$ cat config.mk
export PLATFORM = sky130hd
export DESIGN_NAME = kwtm_queue
export DESIGN_NICKNAME = d
export VERILOG_FILES = /design/src/rtl/kwtm_pkg.sv /design/src/rtl/kwtm_queue.sv
export SDC_FILE = /design/constraint.sdc
export NUM_CORES = 1
export LEC_CHECK = 0
export ABC_AREA = 1
export BUFFER_PORTS_ARGS = -buffer_cell sky130_fd_sc_hd__buf_4
export CAP_MARGIN = 15
export CORE_ASPECT_RATIO = 1.4
export CORE_UTILIZATION = 44
export DETAILED_ROUTE_END_ITERATION = 12
export PLACE_DENSITY = 0.69
export SYNTH_ARGS = -nofsm -noshare
export SYNTH_HDL_FRONTEND = slang
export SYNTH_SLANG_ARGS = --single-unit
$ cat constraint.sdc
create_clock -name clk -period 5.45 [get_ports clk]
set_input_delay 1.09 -clock clk [delete_from_list [all_inputs] [get_ports clk]]
set_output_delay 1.09 -clock clk [all_outputs]
set_load 0.005 [all_outputs]
$ cat src/rtl/kwtm_pkg.sv
// shared types and constants of the keyword table matcher
`timescale 1ns / 1ps
`default_nettype none

package kwtm_pkg;

	// default table geometry
	localparam int MAX_KEYWORDS_DEF = 64;
	localparam int TOKEN_CHARS_DEF  = 64;

	// fixed field widths
	localparam int ENTRY_W = 6;
	localparam int POS_W   = 7;
	localparam int CHAR_W  = 8;
	localparam int COUNT_W = 7;
	localparam int SUM_W   = 16;
	localparam int INDEX_W = 6;

	// entry index is six bits wide, so no more sum slots can ever be written
	localparam int SUM_DEPTH_CAP = 64;

	// depth of the queue between front and back
	localparam int QUEUE_DEPTH = 2;

	localparam logic [CHAR_W-1:0] CHAR_NUL = 8'h00;

	// item kinds
	typedef enum logic {
		OP_LOAD  = 1'b0,
		OP_TOKEN = 1'b1
	} op_t;

	// control bits of one queued item
	typedef struct packed {
		op_t  op;
		logic first;  // load at position zero restarts the entry sum
		logic store;  // token char is nonzero and goes to the token store
		logic last;   // final token char, starts the search
	} item_ctl_t;

endpackage

`default_nettype wire

$ cat src/rtl/kwtm_queue.sv
// short item queue between the front and back parts
`timescale 1ns / 1ps
`default_nettype none

module kwtm_queue #(
	parameter int WIDTH = 32
) (
	input  wire logic             clk,
	input  wire logic             arst_n,
	input  wire logic             push,
	input  wire logic [WIDTH-1:0] push_data,
	output logic                  full,
	input  wire logic             pop,
	output logic [WIDTH-1:0]      pop_data,
	output logic                  empty
);

	localparam int DEPTH = kwtm_pkg::QUEUE_DEPTH;
	localparam int PW    = (DEPTH > 1) ? $clog2(DEPTH) : 1;
	localparam int CW    = $clog2(DEPTH + 1);

	logic [WIDTH-1:0] slot_q [DEPTH];
	logic [PW-1:0]    wr_ptr_q;
	logic [PW-1:0]    rd_ptr_q;
	logic [CW-1:0]    count_q;
	logic             do_push;
	logic             do_pop;

	assign full     = (count_q == CW'(DEPTH));
	assign empty    = (count_q == '0);
	assign do_push  = push && !full;
	assign do_pop   = pop && !empty;
	assign pop_data = slot_q[rd_ptr_q];

	// storage
	always_ff @(posedge clk) begin
		if (do_push) begin
			slot_q[wr_ptr_q] <= push_data;
		end
	end

	// pointers and fill level
	always_ff @(posedge clk or negedge arst_n) begin
		if (!arst_n) begin
			wr_ptr_q <= '0;
			rd_ptr_q <= '0;
			count_q  <= '0;
		end else begin
			if (do_push) begin
				wr_ptr_q <= (wr_ptr_q == PW'(DEPTH - 1)) ? '0 : wr_ptr_q + 1'b1;
			end
			if (do_pop) begin
				rd_ptr_q <= (rd_ptr_q == PW'(DEPTH - 1)) ? '0 : rd_ptr_q + 1'b1;
			end
			if (do_push && !do_pop) begin
				count_q <= count_q + 1'b1;
			end else if (do_pop && !do_push) begin
				count_q <= count_q - 1'b1;
			end
		end
	end

endmodule

`default_nettype wire

==> flow_summary_export.csv <==
group,metric,value,unit
final_layout,nets,310,
timing,tightest_slew,1090,ps
clock_tree,cts_max_level,3,
clock_tree,cts_setup_buffers,0,
setup_path,cp_num_buf_inv,2,
power,power_density,520,mW/mm^2
routing,drt_first_pass_iters,4,
floorplanning,fp.dieH,92.2,um
power,p_leak,0.00146,uW
timing,fin_crit,3410,ps
global_route,use_met1,0.195,
timing,relSlewSlack,0.274,
timing,finalClockSkew,2.75,ps
final_layout,n_antenna_cell,0,
logic_synthesis,synth.distinct_cells,15,
timing,setup_ws,2040,ps
setup_path,r2r_start,"rd_ptr_q",
setup_path,critPathCaptureType,"output port",
logic_synthesis,netlist_instances,199,
hold_path,min_delay_worst_endpoint,"wr_ptr_q",
setup_path,criticalPathCategory,"register to output port",
setup_path,crit_top_cell,"nand2_1",
routing,ant_nets,0,
clock_tree,clk_latency,330,ps
clock_tree,cts_hold_buf,0,
clock_tree,cts-resized-gates,0,
logic_synthesis,syn-cell-area,0.00256,sq mm
setup_path,start_kind,"register",
floorplanning,chipWidth,66.5,um
floorplanning,start_util,0.460,
setup_path,slowest_delay,1060,ps
clock_tree,clkTransAtPathRegs,60,ps
routing,drt_wl_total,4360,um
global_route,grt.total_usage,0.165,
logic_synthesis,seq_area_frac_synth,0.790,
timing,rsz0062_at_grt,"no",
clock_tree,cts_buffers,9,
setup_path,path_cells,"inv_2 > nand2_1 > nand2_1 > buf_4",
timing,setup_tns,0,ps
final_layout,instances_no_fill,346,
global_route,antenna_found_initial,0,
clock_tree,cts_tree,"built",
placed_design,dp_hpwl,2820,um
global_route,grt_start_max_net_pins,35,
timing,finalHoldViolCount,0,
routing,wl_per_cell,12.6,um
placed_design,gp_congestion,0.703,
timing,setup_viol,0,
placed_design,portBuffers,69,
logic_synthesis,syn_nets,236,
logic_synthesis,ys_seq_elements,68,
routing,drtIter0Drc,76,
clock_tree,clk_path_buf_depth,2,
hold_path,min_from,"wr_ptr_q",
setup_path,cp.arrival,2320,ps
hold_path,min_path_cells,2,
final_layout,area_delta_synth_final,30.6,%
global_route,grt_use_met2,0.261,
final_layout,layout_common_cells,"105 x nand2_1, 70 x buf_4, 64 x edfxtp_1",
timing,fmax,293,MHz
flow_run,maxCapViolCount,0,
placed_design,dpl_worst_slack,2340,ps
hold_path,hp-class,"register to register",
clock_tree,cts.sinks,68,
final_layout,layout.cells.most_common,"nand2_1",
routing,viasPerCell,4.58,
setup_path,crit_family,"flip-flops",
global_route,grt_pass1_wl,6930,um
floorplanning,core,0.00557,sq mm
run_status,status,"complete, no violations",
logic_synthesis,synth_warnings,0,
global_route,use_met3,0.0373,
clock_tree,cts_root_buf,"clkbuf_8",
timing,fin_crit_sh,0.626,
routing,drc,0,
floorplanning,row_count,32,
setup_path,cp_slowest_cell,"dfrtp_1",
routing,num_vias,1585,
setup_path,reg2reg_depth,3,
global_route,grt-busiest-layer,"met2",
setup_path,rrSetupSlack,3460,ps
timing,fin_hold_ws,494,ps
final_layout,drive_gt1_frac,0.317,
setup_path,reg2reg_to,"rd_ptr_q",
placed_design,place_inst,330,
floorplanning,dieArea,0.00613,sq mm
setup_path,cp_data_required_time,4360,ps
floorplanning,num_io_pins,70,
logic_synthesis,syn_avg_cell_area,12.9,sq um
setup_path,worstPathMaxFanout,34,
final_layout,fill_cells,435,
power,vdd_ir_drop_max,283,uV
global_route,grt-ovfl-total,0,
global_route,grt_pass1_vias,1469,
timing,slew_viol_final,0,
## through the flow
stage	area [sq um]	utilization	total power [uW]
5_1_grt	3340	0.600	1850
3_5_place_dp	3130	0.563	1340
4_1_cts	3340	0.600	1760
3_3_place_gp	3130	0.563	1330
6_report	3340	0.600	1740
2_1_floorplan	2560	-	1060
## per-layer routing
layer / wire, um / share of wire
met1: 1720 / 0.39
met4: 124 / 0.028
met2: 2300 / 0.53
met5: 0 / 0
met3: 221 / 0.051
## cell type report
cell class / instances / area [sq um] / area share
Clock buffer: 10 / 128 / 0.0382
Clock inverter: 6 / 78.8 / 0.0236
Inverter: 8 / 30.0 / 0.00899
Multi-Input combinational cell: 116 / 472 / 0.141
Sequential cell: 68 / 2020 / 0.605
Tap cell: 68 / 85.1 / 0.0255
Timing Repair Buffer: 70 / 526 / 0.157
## worst max path at each step
stage / from / endpoint / slack (ps) / cells past startpoint
after floorplan: push / slot_q[1][0] / 2480 / 2
after global placement: rd_ptr_q / pop_data[21] / 2350 / 4
after detailed placement: rd_ptr_q / pop_data[15] / 2340 / 4
after CTS: rd_ptr_q / pop_data[9] / 1960 / 4
after global routing: rd_ptr_q / pop_data[31] / 1770 / 4
final: rd_ptr_q / pop_data[9] / 2040 / 4
## kinds of logic after synthesis
logic type	synth area share
AO/OA/AOI/OAI	0.00391
XOR/XNOR	0.00342
adder cells (fa/ha/maj)	0.00489
buffers and inverters	0.0284
flip-flops	0.790
AND/OR/NAND/NOR	0.169
## Yosys cell counts
library cell | instances | share of area
inv_1 | 7 | 0.010
buf_4 | 3 | 0.0088
nand3_1 | 1 | 0.0020
o21ai_0 | 2 | 0.0039
edfxtp_1 | 64 | 0.75
buf_2 | 4 | 0.0078
nand4_1 | 1 | 0.0024
nor2_1 | 2 | 0.0029
nand2_1 | 105 | 0.15
nor2_2 | 2 | 0.0049
ha_1 | 1 | 0.0049
dfrtp_1 | 4 | 0.039
nand3b_1 | 1 | 0.0029
xnor2_1 | 1 | 0.0034
inv_2 | 1 | 0.0015
## sequential cells by signal, summed over array words and instances (netlist names)
signal / flops
count_q: 2
wr_ptr_q: 1
slot_q: 64
rd_ptr_q: 1
## power breakdown
| group | leakage (uW) | switching (uW) | internal, uW | total [uW] |
|---|---|---|---|---|
| Clock | 0.000107 | 168 | 254 | 422 |
| Sequential | 0.000643 | 70.5 | 715 | 785 |
| Combinational | 0.000713 | 279 | 250 | 529 |
## tightest hold or removal path: cells and delay by family (launching register included)
| family | cells | cell delay, ps |
|---|---|---|
| AND/OR/NAND/NOR | 2 | 120 |
| flip-flops | 1 | 350 |
No activity file was read; power rests on OpenSTA's default activity.
