$ cat src/rtl/kwtm_pkg.sv
// shared types and constants of the keyword table matcher
`timescale 1ns / 1ps
`default_nettype none

package kwtm_pkg;

	// default table geometry
	localparam int MAX_KEYWORDS_DEF = 64;
	localparam int TOKEN_CHARS_DEF  = 64;

	// fixed field widths
	localparam int ENTRY_W = 6;
	localparam int POS_W   = 7;
	localparam int CHAR_W  = 8;
	localparam int COUNT_W = 7;
	localparam int SUM_W   = 16;
	localparam int INDEX_W = 6;

	// entry index is six bits wide, so no more sum slots can ever be written
	localparam int SUM_DEPTH_CAP = 64;

	// depth of the queue between front and back
	localparam int QUEUE_DEPTH = 2;

	localparam logic [CHAR_W-1:0] CHAR_NUL = 8'h00;

	// item kinds
	typedef enum logic {
		OP_LOAD  = 1'b0,
		OP_TOKEN = 1'b1
	} op_t;

	// control bits of one queued item
	typedef struct packed {
		op_t  op;
		logic first;  // load at position zero restarts the entry sum
		logic store;  // token char is nonzero and goes to the token store
		logic last;   // final token char, starts the search
	} item_ctl_t;

endpackage

`default_nettype wire

$ cat src/rtl/kwtm_front.sv
// front part: accepts items, drops no-op items, folds case and forms addresses
`timescale 1ns / 1ps
`default_nettype none

module kwtm_front #(
	parameter int MAX_KEYWORDS = kwtm_pkg::MAX_KEYWORDS_DEF,
	parameter int TOKEN_CHARS  = kwtm_pkg::TOKEN_CHARS_DEF,
	parameter int KAW          = 12,
	parameter int SAW          = 6
) (
	input  wire logic                         s_valid,
	output logic                              s_ready,
	input  wire logic                         command,
	input  wire logic [kwtm_pkg::ENTRY_W-1:0] entry_index,
	input  wire logic [kwtm_pkg::POS_W-1:0]   char_position,
	input  wire logic [kwtm_pkg::CHAR_W-1:0]  char_value,
	input  wire logic                         token_last,
	input  wire logic                         q_full,
	output logic                              q_push,
	output kwtm_pkg::item_ctl_t               q_ctl,
	output logic [KAW-1:0]                    q_addr,
	output logic [SAW-1:0]                    q_sidx,
	output logic [kwtm_pkg::CHAR_W-1:0]       q_char
);

	localparam int STRIDE = TOKEN_CHARS + 1;

	localparam logic [kwtm_pkg::CHAR_W-1:0] LOWER_A    = 8'h61;
	localparam logic [kwtm_pkg::CHAR_W-1:0] LOWER_Z    = 8'h7a;
	localparam logic [kwtm_pkg::CHAR_W-1:0] CASE_DELTA = 8'h20;

	function automatic logic [kwtm_pkg::CHAR_W-1:0] fold_upper(
		input logic [kwtm_pkg::CHAR_W-1:0] c
	);
		if (c >= LOWER_A && c <= LOWER_Z) begin
			return c - CASE_DELTA;
		end
		return c;
	endfunction

	logic accept;
	logic keep;
	logic in_range;

	assign s_ready = !q_full;
	assign accept  = s_valid && s_ready;

	// loads outside the table are ignored
	assign in_range = (32'(entry_index) < 32'(MAX_KEYWORDS)) &&
	                  (32'(char_position) <= 32'(TOKEN_CHARS));

	// classify the item
	always_comb begin
		q_ctl.op    = kwtm_pkg::op_t'(command);
		q_ctl.first = (char_position == '0);
		q_ctl.store = (char_value != kwtm_pkg::CHAR_NUL);
		q_ctl.last  = token_last;
		q_char      = char_value;
		keep        = 1'b0;
		unique case (kwtm_pkg::op_t'(command))
			kwtm_pkg::OP_LOAD: begin
				keep = in_range;
			end
			kwtm_pkg::OP_TOKEN: begin
				// a zero char that ends nothing has no effect
				keep   = (char_value != kwtm_pkg::CHAR_NUL) || token_last;
				q_char = fold_upper(char_value);
			end
			default: begin
				keep = 1'b0;
			end
		endcase
	end

	// keyword byte address and sum slot of a load
	assign q_addr = KAW'(32'(entry_index) * 32'(STRIDE) + 32'(char_position));
	assign q_sidx = SAW'(entry_index);

	assign q_push = accept && keep;

endmodule

`default_nettype wire

$ cat config.mk
export PLATFORM = sky130hd
export DESIGN_NAME = kwtm_front
export DESIGN_NICKNAME = d
export VERILOG_FILES = /design/src/rtl/kwtm_pkg.sv /design/src/rtl/kwtm_front.sv
export SDC_FILE = /design/constraint.sdc
export NUM_CORES = 1
export LEC_CHECK = 0
export BUFFER_PORTS_ARGS = -buffer_cell sky130_fd_sc_hd__buf_2
export CORE_MARGIN = 2
export CORE_UTILIZATION = 40
export DETAILED_ROUTE_END_ITERATION = 6
export PLACE_DENSITY = 0.91
export SYNTH_ARGS = -nofsm -noshare
export SYNTH_HDL_FRONTEND = slang
export SYNTH_SLANG_ARGS = --single-unit
export TNS_END_PERCENT = 50
$ cat constraint.sdc
create_clock -name vclk -period 2.56
set_clock_uncertainty 0.1 [all_clocks]
set_input_delay 0.128 -clock vclk [all_inputs]
set_output_delay 0.128 -clock vclk [all_outputs]
set_load 0.02 [all_outputs]
==> results.sh, run 1 <==
export IMPL_outcome="completed"
export IMPL_rsz0062_at_grt="no"
export IMPL_num_vias=741
export IMPL_dr_pass1_iters=2
export IMPL_n_fill_cell=148
export IMPL_cts_repair_resized=0
export IMPL_period_needed_ns=2.35
export IMPL_yosysWarnings=0
export IMPL_maxCapViolCount=0
export IMPL_syn_area_sq_um=651
export IMPL_whs_path_depth=2
export IMPL_antenna_found_initial=0
export IMPL_min_to="q_ctl[0]"
export IMPL_port_buffers=57
export IMPL_first_iter_violations=3
export IMPL_crit_type="primary input to output pin"
export IMPL_yosysTopAreaCell="ha_1"
export IMPL_worstPathRequired_ns=2.33
export IMPL_cp_start_kind="primary input"
export IMPL_die_w_um=44.3
export IMPL_synthTopCellsByCount="ha_1 (15), buf_4 (13), xnor2_1 (7)"
export IMPL_drc=0
export IMPL_gp_congestion=0.836
export IMPL_grt_pass1_vias=687
export IMPL_syn_num_nets=122
export IMPL_routed_wl_mm=1.75
export IMPL_max_freq_mhz=425
export IMPL_max_vdd_ir_drop_mv=0.120
export IMPL_initial_core_util=0.427
export IMPL_ctsHoldBuffers=0
export IMPL_dieArea_sq_um=1970
export IMPL_leakagePower_uw=0.000493
export IMPL_power_density_nw_per_um2=298
export IMPL_design_core_area_sq_um=1520
export IMPL_synthTopCellsByArea="ha_1 (29%), buf_4 (15%), xnor2_1 (9.4%), o211ai_1 (4.6%), a21oi_1 (3.8%)"
export IMPL_netlist_area_leader_share=0.288
export IMPL_crit_fanout=3
export IMPL_relSlewSlack=0.757
export IMPL_die_y_um=44.3
export IMPL_grt_pass1_wl_mm=2.77
export IMPL_fin_crit_sh=0.919
export IMPL_nNetsFinal=168
export IMPL_antenna_cells=0
export IMPL_drive_above_1_share=0.488
export IMPL_synth_area_per_cell_sq_um=8.03
export IMPL_synth_cell_types=26
export IMPL_area_delta_synth_final_pct=31.9
export IMPL_clkbuf_count=0
export IMPL_dp_cells=141
export IMPL_hold_path_class="primary input to output pin"
export IMPL_routedWlPerCell_um=12.4
export IMPL_grt_overflow_total=0
export IMPL_via_per_inst=5.26
export IMPL_grt_max_degree=7
export IMPL_finalSetupTns_ns=0
export IMPL_setup_viol_count_final=0
export IMPL_yosysSeqAreaShare=0
export IMPL_hold_viol=0
export IMPL_end_kind="output pin"
export IMPL_critPathArrivalTime_ns=2.12
export IMPL_rows=14
export IMPL_ant_nets=0
export IMPL_io_pins=57
export IMPL_syn_instance_count=81
export IMPL_yosysMostFrequentCell="ha_1"
export IMPL_grt_total_usage=0.179
export IMPL_min_from="token_last"
export IMPL_drv_slew=0
export IMPL_post_cts_buffers=0
export IMPL_tightest_slew_ns=0.364
export IMPL_seq_cells=0
export IMPL_regArea_sq_um=0
export IMPL_fin_cells=141
## layout make-up
class | count | area, sq um | share of cell area
multi-input combinational | 62 | 531 | 0.618
timing repair buffer | 57 | 285 | 0.332
inverter | 6 | 22.5 | 0.0262
tap | 16 | 20.0 | 0.0233
## cell families (layout without fill, tap and decap cells)
group | Yosys count | in the layout | synth area share
compound gates | 17 | 17 | 0.192
xor+xnor | 9 | 9 | 0.121
fa+ha+maj | 16 | 16 | 0.319
buf+inv | 19 | 63 | 0.185
mux | 1 | 1 | 0.0154
simple gates | 19 | 19 | 0.167
## power by group
group | total, uW | internal, uW | leakage (uW) | switching, uW
registers | 0 | 0 | 0 | 0
clock network | 0 | 0 | 0 | 0
logic | 255 | 99.8 | 0.000493 | 156
## layout by cell type (no fill, tap or decap), drive strengths merged, types with 2 or more instances in the layout
master  Yosys  final
ha         15     15
a21oi       5      5
inv         6      6
nand4b      2      2
a21o        3      3
nor2        4      4
xnor2       7      7
xor2        2      2
nand2       6      6
buf        13     57
o211ai      4      4
## per-layer routing
metal,up-vias,GRT usage,share of wire
li1,370,-,-
met5,-,0,0
met2,46,0.394,0.56
met3,2,0,0.090
met1,323,0.186,0.34
met4,0,0.0182,0.0086
## worst max-delay path by stage
stage	depth (start not counted)	start	to	slack, ns
after detailed placement	9	entry_index[1]	q_addr[11]	0.20
final	9	entry_index[1]	q_addr[9]	0.21
after CTS	9	entry_index[1]	q_addr[11]	0.20
after global placement	9	entry_index[1]	q_addr[9]	0.25
after global routing	9	entry_index[1]	q_addr[11]	0.06
after floorplan	7	entry_index[1]	q_addr[11]	0.48
## metrics by stage
| step | util | total power [uW] | setup WS (ns) | hold slack (ns) | instance area [sq um] |
|---|---|---|---|---|---|
| 2_1_floorplan | - | 181 | 0.483 | 0.236 | 651 |
| 3_3_place_gp | 0.563 | 251 | 0.253 | 0.391 | 858 |
| 3_5_place_dp | 0.563 | 257 | 0.204 | 0.385 | 858 |
| 4_1_cts | 0.563 | 258 | 0.199 | 0.386 | 858 |
| 5_1_grt | 0.563 | 277 | 0.0629 | 0.400 | 858 |
| 6_report | 0.563 | 255 | 0.208 | 0.385 | 858 |
## worst max-delay path, stage by stage
cell and delay [ns]:
buf_2 0.11, ha_1 0.29, ha_1 0.23, fa_1 0.40, a21oi_1 0.21, o221ai_1 0.20
o211ai_1 0.24, xnor2_1 0.13, buf_2 0.17
Power figures use the tool's default switching activity.
==> run 2, diff against run 1 <==
- RECOVER_POWER: default -> 25
==> run 2 against run 1 <==
Net effect:
- final cell count stayed put
- largest cell class unchanged
- worst hold slack better by 0.028 ns
- design area is 1.2% lower
- maximum frequency hardly changed
- first-iteration DRC count stayed put
- critical path depth stayed put
- combinational power hardly changed
- sequential share of layout area stayed put
- via count is 0.13% lower
- sequential cell count stayed put
- die area stayed put
- critical endpoint unchanged
- count of clock-buffer cells in the layout stayed put
==> results.sh, run 2 (synthesis results as in run 1) <==
export IMPL_post_cts_buffers=0
export IMPL_critPathArrivalTime_ns=2.13
export IMPL_maxCapViolCount=0
export IMPL_ant_nets=0
export IMPL_fin_util=0.557
export IMPL_regArea_sq_um=0
export IMPL_rows=14
export IMPL_setup_viol_count_final=0
export IMPL_drive_above_1_share=0.424
export IMPL_period_needed_ns=2.35
export IMPL_max_freq_mhz=425
export IMPL_die_y_um=44.3
export IMPL_relSlewSlack=0.757
export IMPL_cts_repair_resized=0
export IMPL_max_vdd_ir_drop_mv=0.118
export IMPL_worstPathRequired_ns=2.33
export IMPL_die_w_um=44.3
export IMPL_end_kind="output pin"
export IMPL_dieArea_sq_um=1970
export IMPL_antenna_cells=0
export IMPL_num_vias=740
export IMPL_grt_pass1_vias=687
export IMPL_initial_core_util=0.427
export IMPL_drc=0
export IMPL_grt_overflow_total=0
export IMPL_hold_path_class="primary input to output pin"
export IMPL_seq_cells=0
export IMPL_grt_total_usage=0.179
export IMPL_routedWlPerCell_um=12.4
export IMPL_leakagePower_uw=0.000471
export IMPL_fin_crit_sh=0.919
export IMPL_routed_wl_mm=1.75
export IMPL_via_per_inst=5.25
export IMPL_io_pins=57
export IMPL_rsz0062_at_grt="no"
export IMPL_tightest_slew_ns=0.364
export IMPL_dr_pass1_iters=2
export IMPL_power_density_nw_per_um2=299
export IMPL_hold_viol=0
export IMPL_drv_slew=0
export IMPL_grt_max_degree=7
export IMPL_grt_pass1_wl_mm=2.77
export IMPL_outcome="completed"
export IMPL_antenna_found_initial=0
export IMPL_clkbuf_count=0
export IMPL_mostFrequentLayoutCells="buf_2 (49), ha_1 (15), clkbuf_1 (8), xnor2_1 (7)"
export IMPL_crit_fanout=3
export IMPL_nNetsFinal=168
export IMPL_design_core_area_sq_um=1520
export IMPL_crit_type="primary input to output pin"
export IMPL_first_iter_violations=3
export IMPL_gp_congestion=0.836
export IMPL_ctsHoldBuffers=0
export IMPL_port_buffers=57
export IMPL_finalSetupTns_ns=0
export IMPL_final_common_cell="buf_2"
export IMPL_area_delta_synth_final_pct=30.4
export IMPL_cp_start_kind="primary input"
run 2: cell types whose count changed in the layout (fill, tap and decap cells not counted):
cell	change
buf_2	-8
clkbuf_1	+8
run 2: metrics by stage:
step                area (sq um)  power, uW  setup slack (ns)  hold slack, ns  cells
floorplan                    651        181             0.483           0.236     81
global placement             858        251             0.253           0.391    141
detailed placement           858        257             0.204           0.385    141
CTS                          858        258             0.199           0.386    141
global route                 848        276            0.0614           0.429    141
finish                       848        254             0.206           0.414    141
run 2: per-layer routing:
layer | track usage | wire [um] | vias up
met4 | 0.0182 | 15 | 0
met2 | 0.394 | 969 | 46
met5 | 0 | 0 | -
met3 | 0 | 161 | 2
li1 | - | - | 370
met1 | 0.186 | 599 | 322
run 2: layout make-up:
type	instances	area (sq um)
Timing Repair Buffer	57	275
Tap cell	16	20.0
Inverter	6	22.5
Fill cell	155	676
Multi-Input combinational cell	62	531
run 2: worst max-delay path, cell delays in order:
cell      delay, ns
buf_2          0.12
ha_1           0.29
ha_1           0.23
fa_1           0.40
a21oi_1        0.21
o221ai_1       0.20
o211ai_1       0.24
xnor2_1        0.13
buf_2          0.17
run 2: final timing paths:
check | start | end | slack [ns] | cells past startpoint
max | entry_index[1] | q_addr[9] | 0.21 | 9
min | token_last | q_ctl[0] | 0.41 | 2
run 2: report_power, final:
group | internal [uW] | switching, uW | total (uW)
clock | 0 | 0 | 0
sequential | 0 | 0 | 0
combinational | 98.0 | 156 | 254
total | 98.0 | 156 | 254
==> run 3, diff against run 2 <==
- BUFFER_PORTS_ARGS: -buffer_cell sky130_fd_sc_hd__buf_2 -> default
- CORE_UTILIZATION: 40 -> 35
- DONT_BUFFER_PORTS: default -> 1
- PLACE_DENSITY: 0.91 -> 0.56
==> run 3 against run 2 <==
Net effect:
- worst setup slack better by 0.12 ns
- via count is 27% lower
- global-route usage is 5.4 points lower
- sequential cell count stayed put
- critical path type unchanged
- largest power group unchanged
==> results.sh, run 3 (synthesis results as in run 1) <==
export IMPL_outcome="completed"
export IMPL_min_from="char_value[4]"
export IMPL_grt_busiest_layer="met2"
export IMPL_relSlewSlack=0.642
export IMPL_hold_viol=0
export IMPL_grt_total_usage=0.125
export IMPL_grtUsageMet2=0.208
export IMPL_grt_pass1_vias=514
export IMPL_ctsHoldBuffers=0
export IMPL_antenna_found_initial=0
export IMPL_post_place_ws_ns=0.321
export IMPL_whs_path_depth=0
export IMPL_drv_slew=0
export IMPL_area_delta_synth_final_pct=-10.2
export IMPL_tightest_slew_ns=0.533
export IMPL_ant_nets=0
export IMPL_gr_usage_met1=0.158
export IMPL_max_freq_mhz=449
export IMPL_crit_type="primary input to output pin"
export IMPL_seq_cells=0
export IMPL_initial_core_util=0.373
export IMPL_rows=15
export IMPL_gp_congestion=0.838
export IMPL_first_iter_violations=7
export IMPL_cp_start_kind="primary input"
export IMPL_max_vdd_ir_drop_mv=0.114
export IMPL_grt_pass1_wl_mm=2.06
export IMPL_num_vias=537
export IMPL_grt_max_degree=7
export IMPL_dieArea_sq_um=2220
export IMPL_post_cts_buffers=0
export IMPL_drive_above_1_share=0.0588
export IMPL_regArea_sq_um=0
export IMPL_power_density_nw_per_um2=292
export IMPL_grt_overflow_total=0
export IMPL_via_per_inst=5.77
export IMPL_fin_crit_sh=0.871
export IMPL_routed_wl_mm=1.44
export IMPL_setup_ws_ns=0.331
export IMPL_io_pins=57
export IMPL_clkbuf_count=0
export IMPL_routedWlPerCell_um=15.5
export IMPL_end_kind="output pin"
export IMPL_finalSetupTns_ns=0
export IMPL_setup_viol_count_final=0
export IMPL_nNetsFinal=111
export IMPL_gr_usage_met3=0.0577
export IMPL_hold_path_class="primary input to output pin"
export IMPL_die_w_um=47.1
export IMPL_crit_fanout=3
export IMPL_cts_repair_resized=0
export IMPL_dr_pass1_iters=2
export IMPL_design_core_area_sq_um=1750
export IMPL_drc=0
export IMPL_maxCapViolCount=0
export IMPL_mostFrequentLayoutCells="ha_1 (15), xnor2_1 (7), inv_1 (6), nand2_1 (6), a21oi_1 (5)"
export IMPL_startpoint="entry_index[1]"
export IMPL_period_needed_ns=2.23
export IMPL_min_to="q_char[4]"
export IMPL_dp_final_hpwl_mm=1.30
export IMPL_worstPathRequired_ns=2.33
export IMPL_critPathArrivalTime_ns=2.00
export IMPL_port_buffers=0
export IMPL_rsz0062_at_grt="no"
export IMPL_final_common_cell="ha_1"
export IMPL_antenna_cells=0
export IMPL_leakagePower_uw=0.000268
export IMPL_die_y_um=47.1
[run 3: through the flow]
stage               hold WS, ns  cell area (sq um)  power, uW  cells   util
detailed placement        0.156                584        172     93  0.335
floorplan                 0.236                651        181     81      -
global placement          0.156                584        172     93  0.335
CTS                       0.156                584        173     93  0.335
global route              0.156                584        189     93  0.335
finish                    0.156                584        171     93  0.335
[run 3: worst max path at each step]
stage	depth (start not counted)	slack (ns)	to
final	7	0.33	q_addr[11]
after detailed placement	7	0.32	q_addr[11]
after global routing	7	0.24	q_addr[11]
after floorplan	7	0.48	q_addr[11]
after CTS	7	0.31	q_addr[11]
after global placement	7	0.36	q_addr[11]
[run 3: cell type report]
type               instances  area, sq um
inverters                  6         22.5
multi-input cells         62          531
fillers                  191         1160
well taps                 25         31.3
[run 3: per-layer routing]
metal / share of wire / vias to the layer above
met3: 0.12 / 0
met5: 0 / -
li1: - / 257
met4: 0 / 0
met1: 0.40 / 253
met2: 0.48 / 27
[run 3: where the power goes]
part	switching (uW)	internal [uW]
Clock	0	0
Combinational	114	56.2
Sequential	0	0
Total	114	56.2
[run 3: critical path: stages]
cell and delay, ns:
ha_1 0.28, ha_1 0.24, fa_1 0.41, a21oi_1 0.23, o221ai_1 0.20, o211ai_1 0.25, xnor2_1 0.28
